## config.mk

```make
export PLATFORM = sky130hd
export DESIGN_NAME = crc_checked_frame_deframer
export DESIGN_NICKNAME = d
export VERILOG_FILES = /design/src/design/ccfd_pkg.sv /design/src/design/ccfd_crc16_byte.sv /design/src/design/crc_checked_frame_deframer.sv
export SDC_FILE = /design/constraint.sdc
export NUM_CORES = 1
export LEC_CHECK = 0
export BUFFER_PORTS_ARGS = -buffer_cell sky130_fd_sc_hd__buf_4
export CAP_MARGIN = 20
export CORE_MARGIN = 2
export CORE_UTILIZATION = 50
export CTS_CLUSTER_DIAMETER = 100
export DETAILED_ROUTE_END_ITERATION = 7
export PLACE_DENSITY = 0.72
export SKIP_LAST_GASP = 1
export SYNTH_ARGS = -nofsm -noshare
export SYNTH_HDL_FRONTEND = slang
export SYNTH_SLANG_ARGS = --single-unit
```

## constraint.sdc

```tcl
create_clock -name aclk -period 6.2 [get_ports aclk]
set_input_delay 0.62 -clock aclk [delete_from_list [all_inputs] [get_ports aclk]]
set_output_delay 0.62 -clock aclk [all_outputs]
set_load 0.005 [all_outputs]
```

## src/design/ccfd_pkg.sv

```systemverilog
// ============================================================================
// ccfd_pkg - shared types and constants of the crc checked frame deframer
// frame layout positions, crc-16/xmodem constants, result kind codes
// ============================================================================
package ccfd_pkg;

    localparam int POS_W   = 18;
    localparam int CRC_W   = 16;
    localparam int BYTE_W  = 8;
    localparam int LIMIT_W = 18;

    typedef logic [POS_W-1:0]  pos_t;
    typedef logic [CRC_W-1:0]  crc_t;
    typedef logic [BYTE_W-1:0] byte_t;

    // crc-16/xmodem
    localparam crc_t CRC_POLY = 16'h1021;
    localparam crc_t CRC_INIT = 16'h0000;

    // byte positions inside a frame
    localparam pos_t POS_LEN_LO   = 18'd2;
    localparam pos_t POS_LEN_HI   = 18'd3;
    localparam pos_t POS_RW_LO    = 18'd10;
    localparam pos_t POS_RW_HI    = 18'd11;
    localparam pos_t POS_CRC_LO   = 18'd12;
    localparam pos_t POS_CRC_HI   = 18'd13;
    localparam pos_t POS_CLS_LO   = 18'd14;
    localparam pos_t POS_CLS_HI   = 18'd15;
    localparam pos_t POS_ADDR_0   = 18'd16;
    localparam pos_t POS_ADDR_1   = 18'd17;
    localparam pos_t POS_ADDR_2   = 18'd18;
    localparam pos_t POS_ADDR_3   = 18'd19;
    localparam pos_t HEADER_BYTES = 18'd20;

    typedef enum logic [1:0] {
        KIND_HEADER  = 2'd0,
        KIND_PAYLOAD = 2'd1,
        KIND_CRC_ERR = 2'd2,
        KIND_LEN_ERR = 2'd3
    } kind_t;

endpackage

```

## src/design/ccfd_crc16_byte.sv

```systemverilog
// ============================================================================
// ccfd_crc16_byte - one byte step of crc-16/xmodem
// msb first, no reflection, eight shift steps on a 16-bit value
// ============================================================================
module ccfd_crc16_byte
    import ccfd_pkg::*;
(
    input  crc_t  crc_in,
    input  byte_t data_in,
    output crc_t  crc_out
);

    always_comb begin
        crc_t c;
        c = crc_in ^ {data_in, 8'h00};
        for (int i = 0; i < BYTE_W; i++) begin
            if (c[CRC_W-1]) begin
                c = {c[CRC_W-2:0], 1'b0} ^ CRC_POLY;
            end else begin
                c = {c[CRC_W-2:0], 1'b0};
            end
        end
        crc_out = c;
    end

endmodule

```

## src/design/crc_checked_frame_deframer.sv

```systemverilog
// ============================================================================
// crc_checked_frame_deframer - length prefixed frame parser with crc check
// parses back-to-back little-endian frames, checks the header crc and emits
// header, payload byte and error transactions
// ============================================================================
// results are registered: each appears on m_* in the cycle after the byte that causes it
// throughput: one byte per cycle while s_ready is high; the crc byte step and counters sit between
//   the frame state registers and the output register
// s_ready drops only while a result waits in the output register unaccepted
// reset: synchronous active-low aresetn clears position, crc, flags and valid
// after a length error the block swallows all bytes silently until reset
module crc_checked_frame_deframer
    import ccfd_pkg::*;
(
    input  logic        aclk,
    input  logic        aresetn,
    // byte stream in
    input  logic        s_valid,
    output logic        s_ready,
    input  logic [7:0]  s_rx_byte,
    // results out
    output logic        m_valid,
    input  logic        m_ready,
    output logic [1:0]  m_kind,
    output logic [15:0] m_rw_word,
    output logic [3:0]  m_class_code,
    output logic [11:0] m_burst_words,
    output logic [31:0] m_address,
    output logic [7:0]  m_payload_byte,
    output logic        m_last
);

    // frame state
    pos_t          pos_reg,        pos_next;
    pos_t          frame_bytes_reg, frame_bytes_next;
    crc_t          crc_reg,        crc_next;
    crc_t          rx_crc_reg,     rx_crc_next;
    logic [15:0]   rw_reg,         rw_next;
    logic [15:0]   cls_reg,        cls_next;
    logic [23:0]   addr_reg,       addr_next;
    logic [LIMIT_W-1:0] remain_reg, remain_next;
    logic          discard_reg,    discard_next;
    logic          halted_reg,     halted_next;

    // output register
    logic          out_valid_reg,  out_valid_next;
    kind_t         kind_reg,       kind_next;
    logic [15:0]   orw_reg,        orw_next;
    logic [3:0]    ocls_reg,       ocls_next;
    logic [11:0]   oburst_reg,     oburst_next;
    logic [31:0]   oaddr_reg,      oaddr_next;
    logic [7:0]    odata_reg,      odata_next;
    logic          olast_reg,      olast_next;

    logic          accept;
    logic          out_free;
    crc_t          crc_upd;
    logic          crc_cover;
    logic          frame_end;
    logic [13:0]   burst_bytes;
    logic [LIMIT_W-1:0] avail;
    logic [LIMIT_W-1:0] limit;

    // output slot frees up when empty or being drained this cycle
    assign out_free = !out_valid_reg || m_ready;
    assign s_ready  = out_free;
    assign accept   = s_valid && s_ready;

    ccfd_crc16_byte u_crc (
        .crc_in  (crc_reg),
        .data_in (s_rx_byte),
        .crc_out (crc_upd)
    );

    // crc covers bytes 0..11 and 14..15
    assign crc_cover = (pos_reg < POS_CRC_LO) || (pos_reg == POS_CLS_LO)
                    || (pos_reg == POS_CLS_HI);

    // payload window: min(burst*4, frame length - header)
    assign burst_bytes = {cls_reg[15:4], 2'b00};
    assign avail       = frame_bytes_reg - HEADER_BYTES;
    assign limit       = ({4'd0, burst_bytes} < avail) ? {4'd0, burst_bytes} : avail;

    // last byte of the frame, from the last header byte on
    assign frame_end = (pos_reg >= POS_ADDR_3)
                    && (({1'b0, pos_reg} + 19'd1) >= {1'b0, frame_bytes_reg});

    always_comb begin
        pos_next         = pos_reg;
        frame_bytes_next = frame_bytes_reg;
        crc_next         = crc_reg;
        rx_crc_next      = rx_crc_reg;
        rw_next          = rw_reg;
        cls_next         = cls_reg;
        addr_next        = addr_reg;
        remain_next      = remain_reg;
        discard_next     = discard_reg;
        halted_next      = halted_reg;

        out_valid_next = out_valid_reg && !m_ready;
        kind_next      = kind_reg;
        orw_next       = orw_reg;
        ocls_next      = ocls_reg;
        oburst_next    = oburst_reg;
        oaddr_next     = oaddr_reg;
        odata_next     = odata_reg;
        olast_next     = olast_reg;

        if (accept && !halted_reg) begin
            if (crc_cover) begin
                crc_next = crc_upd;
            end

            // capture header fields, little-endian
            unique case (pos_reg)
                POS_LEN_LO: frame_bytes_next = {10'd0, s_rx_byte};
                POS_LEN_HI: frame_bytes_next = {s_rx_byte, frame_bytes_reg[7:0], 2'b00};
                POS_RW_LO:  rw_next     = {8'd0, s_rx_byte};
                POS_RW_HI:  rw_next     = {s_rx_byte, rw_reg[7:0]};
                POS_CRC_LO: rx_crc_next = {8'd0, s_rx_byte};
                POS_CRC_HI: rx_crc_next = {s_rx_byte, rx_crc_reg[7:0]};
                POS_CLS_LO: cls_next    = {8'd0, s_rx_byte};
                POS_CLS_HI: cls_next    = {s_rx_byte, cls_reg[7:0]};
                POS_ADDR_0: addr_next   = {16'd0, s_rx_byte};
                POS_ADDR_1: addr_next   = {8'd0, s_rx_byte, addr_reg[7:0]};
                POS_ADDR_2: addr_next   = {s_rx_byte, addr_reg[15:0]};
                default: ;
            endcase

            // default result fields are zero
            kind_next   = KIND_HEADER;
            orw_next    = '0;
            ocls_next   = '0;
            oburst_next = '0;
            oaddr_next  = '0;
            odata_next  = '0;
            olast_next  = 1'b0;

            if (pos_reg == POS_CLS_HI) begin
                if (frame_bytes_reg < HEADER_BYTES) begin
                    // length too short: report and stop until reset
                    out_valid_next = 1'b1;
                    kind_next      = KIND_LEN_ERR;
                    olast_next     = 1'b1;
                    halted_next    = 1'b1;
                end else if (crc_upd != rx_crc_reg) begin
                    // crc mismatch: report and skip the rest of the frame
                    out_valid_next = 1'b1;
                    kind_next      = KIND_CRC_ERR;
                    olast_next     = 1'b1;
                    discard_next   = 1'b1;
                end
            end

            if (pos_reg == POS_ADDR_3) begin
                remain_next = limit;
                if (!discard_reg) begin
                    out_valid_next = 1'b1;
                    kind_next      = KIND_HEADER;
                    orw_next       = rw_reg;
                    ocls_next      = cls_reg[3:0];
                    oburst_next    = cls_reg[15:4];
                    oaddr_next     = {s_rx_byte, addr_reg};
                    olast_next     = (limit == '0);
                end
            end else if (pos_reg >= HEADER_BYTES && !discard_reg && remain_reg != '0) begin
                out_valid_next = 1'b1;
                kind_next      = KIND_PAYLOAD;
                odata_next     = s_rx_byte;
                olast_next     = (remain_reg == LIMIT_W'(1));
                remain_next    = remain_reg - LIMIT_W'(1);
            end

            // advance, or rewind at the end of the frame
            if (frame_end) begin
                pos_next     = '0;
                crc_next     = CRC_INIT;
                discard_next = 1'b0;
            end else begin
                pos_next = pos_reg + POS_W'(1);
            end
        end
    end

    always_ff @(posedge aclk) begin
        if (!aresetn) begin
            pos_reg         <= '0;
            frame_bytes_reg <= '0;
            crc_reg         <= CRC_INIT;
            rx_crc_reg      <= '0;
            rw_reg          <= '0;
            cls_reg         <= '0;
            addr_reg        <= '0;
            remain_reg      <= '0;
            discard_reg     <= 1'b0;
            halted_reg      <= 1'b0;
            out_valid_reg   <= 1'b0;
        end else begin
            pos_reg         <= pos_next;
            frame_bytes_reg <= frame_bytes_next;
            crc_reg         <= crc_next;
            rx_crc_reg      <= rx_crc_next;
            rw_reg          <= rw_next;
            cls_reg         <= cls_next;
            addr_reg        <= addr_next;
            remain_reg      <= remain_next;
            discard_reg     <= discard_next;
            halted_reg      <= halted_next;
            out_valid_reg   <= out_valid_next;
        end
    end

    // result payload, no reset needed
    always_ff @(posedge aclk) begin
        kind_reg   <= kind_next;
        orw_reg    <= orw_next;
        ocls_reg   <= ocls_next;
        oburst_reg <= oburst_next;
        oaddr_reg  <= oaddr_next;
        odata_reg  <= odata_next;
        olast_reg  <= olast_next;
    end

    assign m_valid        = out_valid_reg;
    assign m_kind         = kind_reg;
    assign m_rw_word      = orw_reg;
    assign m_class_code   = ocls_reg;
    assign m_burst_words  = oburst_reg;
    assign m_address      = oaddr_reg;
    assign m_payload_byte = odata_reg;
    assign m_last         = olast_reg;

`ifndef NO_ASSERTIONS
    // once halted, only reset leaves that state
    a_halt_sticky: assert property (@(posedge aclk) disable iff (!aresetn)
        halted_reg |=> halted_reg)
        else $error("halt flag dropped without reset");

    // halted with an empty output slot never produces a transaction
    a_halt_silent: assert property (@(posedge aclk) disable iff (!aresetn)
        halted_reg && !out_valid_reg |=> !out_valid_reg)
        else $error("result produced while halted");

    // error transactions always close the frame
    a_err_last: assert property (@(posedge aclk) disable iff (!aresetn)
        out_valid_reg && (kind_reg == KIND_CRC_ERR || kind_reg == KIND_LEN_ERR)
        |-> olast_reg)
        else $error("error transaction without last");

    // a skipped frame never emits payload bytes
    a_discard_quiet: assert property (@(posedge aclk) disable iff (!aresetn)
        accept && discard_reg && !halted_reg |=> !(out_valid_reg && kind_reg == KIND_PAYLOAD))
        else $error("payload emitted from a discarded frame");
`endif

endmodule
```

# Yosys cells after proc, flatten, opt, wreduce, memory -nomap -nowiden

Cells that the tools add are included.

Word-level logic and storage cells: 147
Register bits: 220
Bits of input ports: 12
Output and inout port bits: 77

Reductions and logical operators: 41
Bitwise gates (word level): 16
Eq/ne operators: 15
Mux-type cells: 42
Magnitude comparators: 6
Add/sub/neg operators: 4

Operators with widths:

| operator                                                                             | number |
|---|---|
| 18-bit by 4-bit == test with 1-bit output, second input constant                     | 6 |
| 13-bit 2-to-1 mux                                                                    | 8 |
| 16-bit case mux with 2 select lines                                                  | 3 |
| 18-bit by 5-bit == test with 1-bit output, second input constant                     | 4 |
| 18-bit 2-to-1 mux                                                                    | 4 |
| 24-bit case mux with 3 select lines                                                  | 1 |
| 18-bit by 2-bit == test with 1-bit output, second input constant                     | 2 |
| 18-bit by 5-bit greater-or-equal comparator with 1-bit output, second input constant | 2 |
| 18-bit case mux with 2 select lines                                                  | 1 |
| 16-bit 2-to-1 mux                                                                    | 2 |
| 3-bit inverter                                                                       | 8 |
| 18-bit by 1-bit adder with 19-bit output, second input constant                      | 1 |
| 19-bit by 18-bit greater-or-equal comparator with 1-bit output                       | 1 |
| 18-bit by 1-bit adder with 18-bit output, second input constant                      | 1 |
| 18-bit by 1-bit == test with 1-bit output, second input constant                     | 1 |
| 18-bit logical NOT                                                                   | 1 |
| 14-bit by 18-bit < comparator with 1-bit output                                      | 1 |
| 18-bit by 4-bit < comparator with 1-bit output, second input constant                | 1 |
| 18-bit by 5-bit < comparator with 1-bit output, second input constant                | 1 |
| 18-bit nonzero test                                                                  | 1 |
| 2-bit nonzero test                                                                   | 9 |
| 18-bit by 1-bit subtractor with 18-bit output, second input constant                 | 1 |
| 18-bit by 5-bit subtractor with 18-bit output, second input constant                 | 1 |
| 1-bit 2-to-1 mux                                                                     | 17 |
| other kinds (13)                                                                     | 46 |

# Longest topological paths before layout

Gate-level depths: netlist (run 1).

Word-level depth: 24
Mapped depth: 17
Gate-level depth less buffers: 15

# Cells and area by module

Synthesis (run 1) repeated with hierarchy kept, for this count alone.

Cells, all modules: 1,075
Area total of the unflattened synthesis: 10,739.0 µm²

Modules (own cells, without submodules):

| module                     | seq. area each (µm²) | area an instance (µm²) | cells each | times used |
|---|---|---|---|---|
| crc_checked_frame_deframer | 5,154.9              | 10,343.7               | 1,050      | 1 |
| ccfd_crc16_byte            | 0.0                  | 395.4                  | 25         | 1 |

# Least setup slack after synthesis (run 1)

OpenSTA, ideal clock, no wires.

Kind: input-to-reg
Start: in s_valid
End: reg oaddr_reg[0] (netlist: m_address[0]) (enable)
Setup slack: 2.145 ns
Buffers on the path: 2
Arrival time: 3.587 ns
Data required time: 5.732 ns
Setup time: 0.468 ns
Cell stages on the path: 5
Path through: nor2b_1 > nand2_1 > inv_2 > clkbuf_1 > clkbuf_1

Word-level cells in the longest chain between the ends: 2

RTL lines:

| item                   | RTL line                          | text |
|---|---|---|
| start: declaration     | crc_checked_frame_deframer.sv:18  | `input logic s_valid,` |
| 1-bit logical AND      | crc_checked_frame_deframer.sv:67  | `assign accept = s_valid && s_ready;` |
| 1-bit logical AND      | crc_checked_frame_deframer.sv:109 | `if (accept && !halted_reg) begin` |
| end signal: assignment | crc_checked_frame_deframer.sv:219 | `oaddr_reg <= oaddr_next;` |
| end: declaration       | crc_checked_frame_deframer.sv:51  | `logic [31:0] oaddr_reg, oaddr_next;` |

Every way passes these cells.
A chain may end at the register's enable or synchronous reset.

# Worst setup path after layout (run 1)

Start: reg pos_reg[2]
End: reg crc_reg[6]

Word-level cells in the longest chain between the ends: 5
Elaborated cells on any way between the ends: 12
Classes of those cells: 1 x add/sub; 3 x order compare; 2 x eq/ne; 1 x mux; 5 x reduce/logical

RTL lines:

| item                                                                                               | RTL line                                                           | text |
|---|---|---|
| start: declaration                                                                                 | crc_checked_frame_deframer.sv:34                                   | `pos_t pos_reg, pos_next;` |
| start signal: assignment                                                                           | crc_checked_frame_deframer.sv:199                                  | `pos_reg <= pos_next;` |
| 18-bit by 1-bit adder with 19-bit output, or another cell as far along                             | crc_checked_frame_deframer.sv:86                                   | `&& (({1'b0, pos_reg} + 19'd1) >= {1'b0, frame_bytes_reg});` |
| 19-bit by 18-bit greater-or-equal comparator with 1-bit output or 1-bit logical OR (tied branches) | crc_checked_frame_deframer.sv:86, crc_checked_frame_deframer.sv:76 |  |
| 1-bit logical AND or 1-bit logical OR (tied branches)                                              | crc_checked_frame_deframer.sv:86, crc_checked_frame_deframer.sv:77 |  |
| 2-bit nonzero test (no line)                                                                       | --                                                                 |  |
| 2-bit AND reduction (no line)                                                                      | --                                                                 |  |
| end signal: assignment                                                                             | crc_checked_frame_deframer.sv:201                                  | `crc_reg <= crc_next;` |
| end: declaration                                                                                   | crc_checked_frame_deframer.sv:36                                   | `crc_t crc_reg, crc_next;` |

Parallel ways exist; a longest one is shown, timed or not.

==> key figures, run 1 <==
Yosys
  • Seq/Total Area, Yosys: a little under half
  • Synth Cell Area: around 11000 sq um
  • Fraction of synthesis flops using an asynchronous set or reset pin: 0%
  • Post-synth top flop: dfxtp_1
  • Number of synthesized flops with an enable pin: 75
  • Mapped Avg Cell Area: ~9.6 sq um
  • Count of cell types in the netlist: 73
  • Warnings, synthesis: 0
  • Yosys reg bits: 220
  • Cells after Synth: 1127
  • Mapped Nets: between 1k and 1.5k

Route
  • Pre-antenna DRT Iters: 5
  • Antenna Nets Post-Route: 0
  • Residual DRC: 0
  • Vias per cell: approximately 6
  • Final WL: ~27000 microns
  • DR vias: ~8.8k
  • WL/cell: around 19 microns
  • Drt initial violations: 862

Power
  • Internal power: approximately 2500 uW
  • Sequential power share: roughly 47%
  • Max rail drop VDD: roughly 0.28 mV
  • Pleak: around 0.0048 uW
  • Logic pwr share: about 15%
  • Psw: about 920 uW
  • Sw frac: a little over a quarter
  • Clock power frac: around two fifths
  • PD cells: between 200 and 300 nW/um^2

Finish
  • Most frequent cells in the layout: dfxtp_1, nor2_1, buf_4, edfxtp_1, nand3_1
  • Share of layout cells above drive strength 1: 13.2%
  • # diodes: 0
  • Max FFs per register: 32
  • Nets: ~1.2k
  • Area grow syn2layout: 13.6%
  • Leading cell type in the layout, fill and taps excluded: dfxtp_1

STA
  • Final min period: 4280 ps
  • Crit share post-route: between 60 and 70%
  • Total negative slack: 0 ps
  • Fmax: about 230 MHz
  • Tightest Pin Transition: between 1000 and 1500 ps
  • Slew margin rel.: 26.7%
  • RSZ-0062 raised after global routing: false
  • Hold_ws: ~440 ps
  • Final setup vio count: 0
  • Slew Viols, Final: 0
  • Final Hold Fails: 0
  • Setup Skew: 11.8 ps

Setup path
  • CP Data Required Time: between 6000 and 7000 ps
  • Worst Setup Start Kind: register
  • R2r worst-path depth: 14
  • Crit Path Class: register to register
  • CP max FO: 20
  • CP arrival: 4700 ps
  • Worst Setup SP: pos_reg[2]$_SDFFE_PN0P_
  • Reg2reg start: pos_reg[2]$_SDFFE_PN0P_
  • R2R Path End: crc_reg[6]$_SDFFE_PN0P_
  • Crit path capture: crc_reg[6]$_SDFFE_PN0P_
  • Crit end category: register
  • FF-to-FF setup slack: 1920 ps

Worst hold path
  • Hold crit path type: primary input to register
  • Min-delay src: m_ready

Clock tree
  • H-tree depth: 1
  • # clock sinks: 220
  • CTS tree: yes
  • Clock Tree Root: clkbuf_16
  • Post_cts resized: 0
  • Skew-Pair Late Insertion Delay: about 530 ps
  • Cts hold-fix bufs: 0
  • Post-CTS Setup Bufs: 0
  • Clk buf depth: 3
  • Clock Pin Slew Worst Setup and Hold Paths: roughly 70 ps
  • Num CTS Buffers: 23

Floorplanning
  • DIE HEIGHT: 151 microns
  • Die ar.: about 23000 sq um
  • Initial core utilization: 51.2%
  • Top Ports: between 80 and 90
  • Width of the die: between 150 and 200 microns
  • Site Rows: 53
  • Area of the core: about 21000 sq um

Placed design
  • HPWL after DPL: 18100 microns
  • Routability cong.: 0.918
  • Port Buffers: 88

Global routing
  • Total global routing overflow: 0
  • Gr usage total: 24.0%
  • Global-route wire length before repair: around 44000 microns
  • Largest net degree at the start of global routing: 99
  • Vias in the first global route: between 8k and 9k
  • Antenna violations before repair: 0

Flow run
  • Max-Cap Viols: 0

Run status
  • Outcome: complete, no violations
==> routing by layer <==
layer | share of wire (%) | global-route usage [%]
met5 | 0 | 0
met4 | 2.2 | 6.96
met3 | 7.0 | 3.04
met2 | 46 | 38.0
met1 | 45 | 34.6
==> cell families after synthesis <==
kind of cell	Yosys count	synth area share, %
buffers and inverters	114	4.12
AND/OR/NAND/NOR	435	20.7
XOR/XNOR	66	6.24
AO/OA/AOI/OAI	240	15.6
flip-flops	220	47.6
multiplexers	15	1.46
adder cells (fa/ha/maj)	37	4.28
==> cell type report <==
| cell class | instances | area [sq um] |
|---|---|---|
| clock buffer | 30 | 602 |
| fill | 1858 | 8860 |
| sequential | 220 | 5150 |
| timing repair buffer | 98 | 736 |
| clock inverter | 12 | 111 |
| multi-input combinational | 793 | 5220 |
| inverter | 33 | 128 |
| tap | 275 | 344 |
==> synth_stat cells (all sizes together), types with 4 or more instances <==
cell | number | area, sq um
a22o | 6 | 52.6
a22oi | 11 | 82.6
a211oi | 13 | 97.6
and2 | 72 | 450
nor4 | 14 | 100
nor2 | 101 | 382
o2bb2ai | 8 | 70.1
dfxtp | 145 | 2900
nand3 | 74 | 370
xnor2 | 45 | 435
inv | 32 | 120
nor3 | 29 | 160
o21a | 8 | 60.1
xor2 | 17 | 149
a31oi | 9 | 56.3
and3 | 14 | 87.6
or3 | 15 | 93.8
and4 | 6 | 52.6
a21oi | 72 | 360
buf | 18 | 83.8
o211ai | 5 | 37.5
nand2 | 71 | 267
clkbuf | 63 | 238
mux2 | 6 | 67.6
a21o | 4 | 30.0
a41oi | 4 | 35.0
a32oi | 42 | 368
nand4 | 17 | 113
nand2b | 4 | 25.0
o31ai | 11 | 82.6
ha | 37 | 463
o21ai | 21 | 109
edfxtp | 75 | 2250
mux2i | 9 | 90.1
==> per-stage QoR <==
step	instance area, sq um	setup WS, ps	total power (uW)	utilization, %	std cells
after floorplan	10800	2150	2000	-	1127
after global placement	11600	1820	2130	54.7	1418
after detailed placement	11600	1940	2140	54.8	1419
after CTS	12300	1920	3460	58.1	1461
after global routing	12300	1580	3560	58.1	1461
final	12300	1920	3430	58.1	1461
==> worst min-delay path by stage <==
stage	endpoint	slack, ps	depth (start not counted)
after floorplan	cls_reg[0]$_SDFFE_PN0P_	430	2
after global placement	rw_reg[4]$_SDFFE_PN0P_	440	2
after detailed placement	rw_reg[1]$_SDFFE_PN0P_	440	2
after CTS	m_valid$_SDFF_PN0_	420	3
after global routing	m_valid$_SDFF_PN0_	450	3
final	m_valid$_SDFF_PN0_	440	3
==> critical path, stage by stage, from the launching register on <==
cell and delay, ps:
dfxtp_1 520, and2_1 650, and4_1 450, nand3_1 230
nor3_1 230, xor2_1 120, ha_1 310, nand4_1 80
or2_2 290, nor2_1 110, o2bb2ai_1 140, o21a_1 270
o22ai_1 260, buf_4 280, a22o_1 220
==> power groups by stage <==
stage	clock (uW)	combinational [uW]	sequential, uW
after floorplan	0	379	1620
after global placement	0	497	1630
after detailed placement	0	507	1630
after CTS	1350	514	1600
after global routing	1400	559	1600
final	1320	513	1600
No activity file was read; power rests on OpenSTA's default activity.
==> run 2, diff against run 1 <==
Settings changed: PLACE_DENSITY 0.72 to 0.74.
Clock period 6.2 ns to 3.6 ns, I/O delays scaled along.
==> run 2 against run 1 <==
Against the previous run:
- total power grew 77%
- first-iteration DRC count decreased by 18%
- via count grew 2.3%
- non-clock buffer count rose by 18
- largest cell class unchanged
- highest routed layer unchanged
==> key figures, run 2 (synthesized netlist as in run 1, its figures left out) <==
Route
  • Residual DRC: 0 (unchanged)
  • Vias per cell: 6.06 (+1.0%)
  • Drt initial violations: 705 (-18%)
  • Final WL: 28200 microns (+2.9%)
  • Pre-antenna DRT Iters: 5 (unchanged)
  • Antenna Nets Post-Route: 0 (unchanged)
  • DR vias: 8964 (+2.3%)
  • WL/cell: 19.1 microns (+1.7%)

Clock tree
  • H-tree depth: 1 (unchanged)
  • CTS tree: yes
  • Skew-Pair Late Insertion Delay: 520 ps (about the same)
  • Clk buf depth: 3 (unchanged)
  • Clock Pin Slew Worst Setup and Hold Paths: 70 ps (about the same)
  • Post-CTS Setup Bufs: 0 (unchanged)
  • # clock sinks: 220 (unchanged)
  • Clock Tree Root: clkbuf_16
  • Num CTS Buffers: 23 (unchanged)

STA
  • Total negative slack: 0 ps (unchanged)
  • Final setup vio count: 0 (unchanged)
  • Slew Viols, Final: 0 (unchanged)
  • Slew margin rel.: 24.6% (-2.1 points)
  • PnR worst setup slack: 210 ps (-1710 ps)
  • Fmax: 295 MHz (+26%)
  • Tightest Pin Transition: 1120 ps (+21.2 ps)
  • Final min period: 3390 ps (-893 ps)
  • Crit share post-route: 94.2% (+25 points)
  • Setup Skew: 8.35 ps (-3.47 ps)
  • Final Hold Fails: 0 (unchanged)

Finish
  • Nets: 1236 (+1.5%)
  • # diodes: 0 (unchanged)
  • Fin cells: 1479 (+1.2%)
  • Leading cell type in the layout, fill and taps excluded: dfxtp_1
  • Max FFs per register: 32 (unchanged)
  • Area grow syn2layout: 15.8%
  • Most frequent cells in the layout: dfxtp_1, buf_4, nor2_1, edfxtp_1, nand3_1
  • Share of layout cells above drive strength 1: 14.9% (+1.7 points)
  • Final Core Density: 59.3% (+1.1 points)

Placed design
  • Routability cong.: 0.960 (+4.6%)
  • Post-place setup slack: 102 ps (-1830 ps)
  • HPWL after DPL: 18900 microns (+4.6%)
  • Post-placement cell count: 1437 (+1.3%)
  • Port Buffers: 88 (unchanged)

Setup path
  • Worst Setup Start Kind: register
  • Crit end category: register
  • Crit Path Class: register to register
  • CP Data Required Time: 4010 ps (-2600 ps)
  • CP arrival: 3800 ps (-900 ps)
  • CP max FO: 16 (-20%)

Floorplanning
  • Die ar.: 22800 sq um (unchanged)
  • Initial core utilization: 51.2% (unchanged)
  • Top Ports: 89 (unchanged)
  • Site Rows: 53 (unchanged)
  • Width of the die: 151 microns (unchanged)
  • Area of the core: 21200 sq um (unchanged)
  • DIE HEIGHT: 151 microns (unchanged)

Global routing
  • Vias in the first global route: 8334 (+3.1%)
  • Gr usage total: 24.5% (+0.47 points)
  • Antenna violations before repair: 0 (unchanged)
  • Total global routing overflow: 0 (unchanged)
  • Global-route wire length before repair: 44200 microns (+1.6%)
  • Largest net degree at the start of global routing: 82 (-17%)

Flow run
  • Max-Cap Viols: 0 (unchanged)

Power
  • PD cells: 485 nW/um^2 (+74%)
  • Max rail drop VDD: 0.366 mV (+32%)
  • Pleak: 0.00492 uW (+2.5%)
  • Total Power: 6080 uW (+77%)

Worst hold path
  • Hold crit path type: primary input to register

Run status
  • Outcome: complete, no violations
==> run 2: what timing repair did <==
item                       CTS  global route
setup endpoints to repair    0            18
resized for setup            0             5
hold buffers                 0             0
==> run 2: final cells by class <==
| class | count | area [sq um] |
|---|---|---|
| fill | 1818 | 8620 |
| multi-input combinational | 793 | 5230 |
| sequential | 220 | 5150 |
| timing repair buffer | 116 | 908 |
| clock buffer | 30 | 612 |
| tap | 275 | 344 |
| clock inverter | 12 | 155 |
| inverter | 33 | 128 |
==> run 2: final timing paths <==
path / slack (ps) / from / cells after the start / to
min reg2reg: 450 / rw_reg[5]$_SDFFE_PN0P_ / 2 / rw_reg[5]$_SDFFE_PN0P_
max reg2reg: 210 / pos_reg[0]$_SDFFE_PN0P_ / 14 / crc_reg[10]$_SDFFE_PN0P_
max: 210 / pos_reg[0]$_SDFFE_PN0P_ / 14 / crc_reg[10]$_SDFFE_PN0P_
min: 170 / m_ready / 3 / m_valid$_SDFF_PN0_
==> run 2: stage by stage <==
stage          hold WS, ps  instance area (sq um)
2_1_floorplan          432                  10800
3_3_place_gp           438                  11800
3_5_place_dp           444                  11800
4_1_cts                166                  12500
5_1_grt                221                  12500
6_report               171                  12500
==> run 2: worst max-delay path: stages (launching register included) <==
cell and delay (ps):
dfxtp_1 460, ha_1 200, and4_1 260, and3_2 270, nand4_1 130, xnor2_1 180, ha_1 310, nand4_1 80
or2_2 290, nor2_1 110, o2bb2ai_1 130, o21a_2 220, o22ai_1 100, buf_4 220, a2bb2o_1 290
==> run 2: report_power, final <==
group	internal, uW	total [uW]	switching (uW)	leakage (uW)
Clock	1420	2420	1000	0.000365
Combinational	425	903	479	0.00261
Sequential	2660	2750	84.6	0.00195
==> run 2: layer usage <==
layer / wire length [microns] / up-vias / GRT usage [%]
met5: 0 / - / 0
met3: 2060 / 65 / 3.43
met2: 13100 / 367 / 40.1
met1: 12200 / 4293 / 33.6
met4: 812 / 0 / 7.99
li1: - / 4239 / -
==> run 3, diff against run 2 <==
==> constraint.sdc (replaced) <==
create_clock -name aclk -period 3.6 [get_ports aclk]
set_input_delay 0.18 -clock aclk [delete_from_list [all_inputs] [get_ports aclk]]
set_output_delay 0.18 -clock aclk [all_outputs]
set_load 0.005 [all_outputs]
==> run 3 against run 2 <==
Against the previous run:
- register-to-register slack about the same
- final area up 0.76%
- sequential power about the same
- first-iteration DRC count up 14%
- routed wire length up 2.3%
- total power up 0.58%
- flip-flop and latch count unchanged
- hold slack worse by 160 ps
- clock-buffer cell count up 3
- highest routed layer unchanged
==> key figures, run 3 (synthesized netlist as in run 1, its figures left out) <==
Run status
  • Outcome: complete, no violations

STA
  • Final Hold Fails: 0 (unchanged)
  • Slew margin rel.: 22.4% (-2.2 points)
  • Crit share post-route: 93.9% (-0.26 points)
  • Final min period: 3380 ps (-9.40 ps)
  • PnR worst setup slack: 219 ps (+9.40 ps)
  • Fmax: 296 MHz (+0.28%)
  • RSZ-0062 raised after global routing: true
  • Final setup vio count: 0 (unchanged)
  • Setup Skew: 27.0 ps (+18.6 ps)
  • Tightest Pin Transition: 1150 ps (+32.5 ps)
  • Hold_ws: 11.0 ps (-160 ps)
  • Total negative slack: 0 ps (unchanged)
  • Slew Viols, Final: 0 (unchanged)

Finish
  • Area occupied by multi-input gates: 5240 sq um (+0.19%)
  • Most frequent cells in the layout: dfxtp_1, buf_4, nor2_1, edfxtp_1, nand3_1
  • Fillers: 1803 (-0.83%)
  • Leading cell type in the layout, fill and taps excluded: dfxtp_1
  • Nets: 1247 (+0.89%)
  • Max FFs per register: 32 (unchanged)
  • Share of layout cells above drive strength 1: 15.8% (+0.92 points)
  • Final Core Density: 59.7% (+0.45 points)
  • FF/Latch Area: 5160 sq um (about the same)
  • Area grow syn2layout: 16.7%
  • # diodes: 0 (unchanged)

Route
  • Drt initial violations: 806 (+14%)
  • Residual DRC: 0 (unchanged)
  • Antenna Nets Post-Route: 0 (unchanged)
  • WL/cell: 19.4 microns (+1.5%)
  • Final WL: 28900 microns (+2.3%)
  • DR vias: 9036 (+0.80%)
  • Vias per cell: 6.06 (about the same)
  • Pre-antenna DRT Iters: 5 (unchanged)

Global routing
  • Global-route wire length before repair: 45400 microns (+2.6%)
  • Vias in the first global route: 8297 (-0.44%)
  • Gr usage total: 25.1% (+0.67 points)
  • Antenna violations before repair: 0 (unchanged)
  • Largest net degree at the start of global routing: 99 (+21%)
  • Total global routing overflow: 0 (unchanged)

Floorplanning
  • Area of the core: 21200 sq um (unchanged)
  • DIE HEIGHT: 151 microns (unchanged)
  • Width of the die: 151 microns (unchanged)
  • Site Rows: 53 (unchanged)
  • Initial core utilization: 51.2% (unchanged)
  • Die ar.: 22800 sq um (unchanged)
  • Top Ports: 89 (unchanged)

Clock tree
  • Clock Pin Slew Worst Setup and Hold Paths: 60 ps (about the same)
  • H-tree depth: 1 (unchanged)
  • Skew-Pair Late Insertion Delay: 540 ps (+20 ps)
  • CTS tree: yes
  • Clk buf depth: 3 (unchanged)
  • Clock Tree Root: clkbuf_16
  • # clock sinks: 220 (unchanged)
  • Num CTS Buffers: 24 (+4.3%)
  • Cts hold-fix bufs: 0 (unchanged)

Setup path
  • CP max FO: 5 (-11)
  • FF-to-FF setup slack: 220 ps (about the same)
  • CP arrival: 3640 ps (-160 ps)
  • Crit end category: register
  • Worst Setup Start Kind: register
  • Crit Path Class: register to register
  • R2R Path End: m_last$_DFFE_PP_
  • Reg2reg start: frame_bytes_reg[3]$_SDFFE_PN0P_
  • CP Data Required Time: 3860 ps (-150 ps)
  • R2r worst-path depth: 16 (+2)

Placed design
  • HPWL after DPL: 19200 microns (+1.6%)
  • Port Buffers: 88 (unchanged)
  • Routability cong.: 0.933 (-2.8%)
  • Post-place setup slack: 65.8 ps (-36.5 ps)

Flow run
  • Max-Cap Viols: 0 (unchanged)

Power
  • PD cells: 484 nW/um^2 (-0.17%)
  • Pleak: 0.00499 uW (+1.4%)
  • Total Power: 6110 uW (+0.58%)
  • Max rail drop VDD: 0.523 mV (+43%)

Worst hold path
  • Hold path endpoint: m_valid$_SDFF_PN0_
  • Hold Path Stages: 3 (unchanged)
  • Hold crit path type: primary input to register
  • Min-delay src: m_ready
==> run 3: what timing repair did <==
action,in CTS,in global routing
buffers inserted,0,2
endpoints found under the setup margin,0,18
resized for setup,0,7
==> run 3: cell type report <==
class | instances | share of cell area [%]
Multi-Input combinational cell | 793 | 41.5
Sequential cell | 220 | 40.8
Timing Repair Buffer | 126 | 7.59
Clock buffer | 33 | 5.27
Tap cell | 275 | 2.72
Clock inverter | 11 | 1.06
Inverter | 33 | 1.01
==> run 3: per-stage QoR <==
stage	std cells	cell area [sq um]
after floorplan	1127	10800
after global placement	1445	11800
after detailed placement	1445	11800
after CTS	1489	12600
after global routing	1491	12600
final	1491	12600
==> run 3: worst max-delay path by stage <==
stage                                    start                           to  slack [ps]  cells past startpoint
2_1_floorplan          pos_reg[3]$_SDFFE_PN0P_      crc_reg[0]$_SDFFE_PN0P_         280                     17
3_3_place_gp   frame_bytes_reg[3]$_SDFFE_PN0P_  remain_reg[13]$_SDFFE_PN0P_         130                     14
3_5_place_dp   frame_bytes_reg[3]$_SDFFE_PN0P_  remain_reg[13]$_SDFFE_PN0P_          70                     14
4_1_cts        frame_bytes_reg[3]$_SDFFE_PN0P_   remain_reg[1]$_SDFFE_PN0P_           7                     14
5_1_grt        frame_bytes_reg[3]$_SDFFE_PN0P_  remain_reg[13]$_SDFFE_PN0P_         -10                     15
6_report       frame_bytes_reg[3]$_SDFFE_PN0P_             m_last$_DFFE_PP_         220                     16
==> run 3: layer usage <==
metal	share of wire [%]	vias to the layer above	GRT usage, %
met5	0	-	0
li1	-	4264	-
met3	7.7	60	4.07
met4	2.5	0	7.71
met2	45	370	39.5
met1	44	4342	35.8
==> run 3: worst max-delay path, stage by stage, from the launching register on <==
cell,delay [ps]
dfxtp_1,330
inv_1,110
ha_2,200
nor2b_1,60
buf_4,150
or3_1,360
nor2_1,120
xnor2_1,160
inv_1,90
ha_1,280
nand4_1,120
inv_1,70
a21oi_2,140
o31a_1,290
nor2_4,70
a31o_2,230
a221o_1,320
==> run 3: where the power goes <==
part / leakage [uW] / switching [uW] / total [uW] / internal, uW
Combinational: 0.00265 / 484 / 898 / 414
Clock: 0.000387 / 1020 / 2470 / 1450
Sequential: 0.00195 / 82.8 / 2750 / 2660
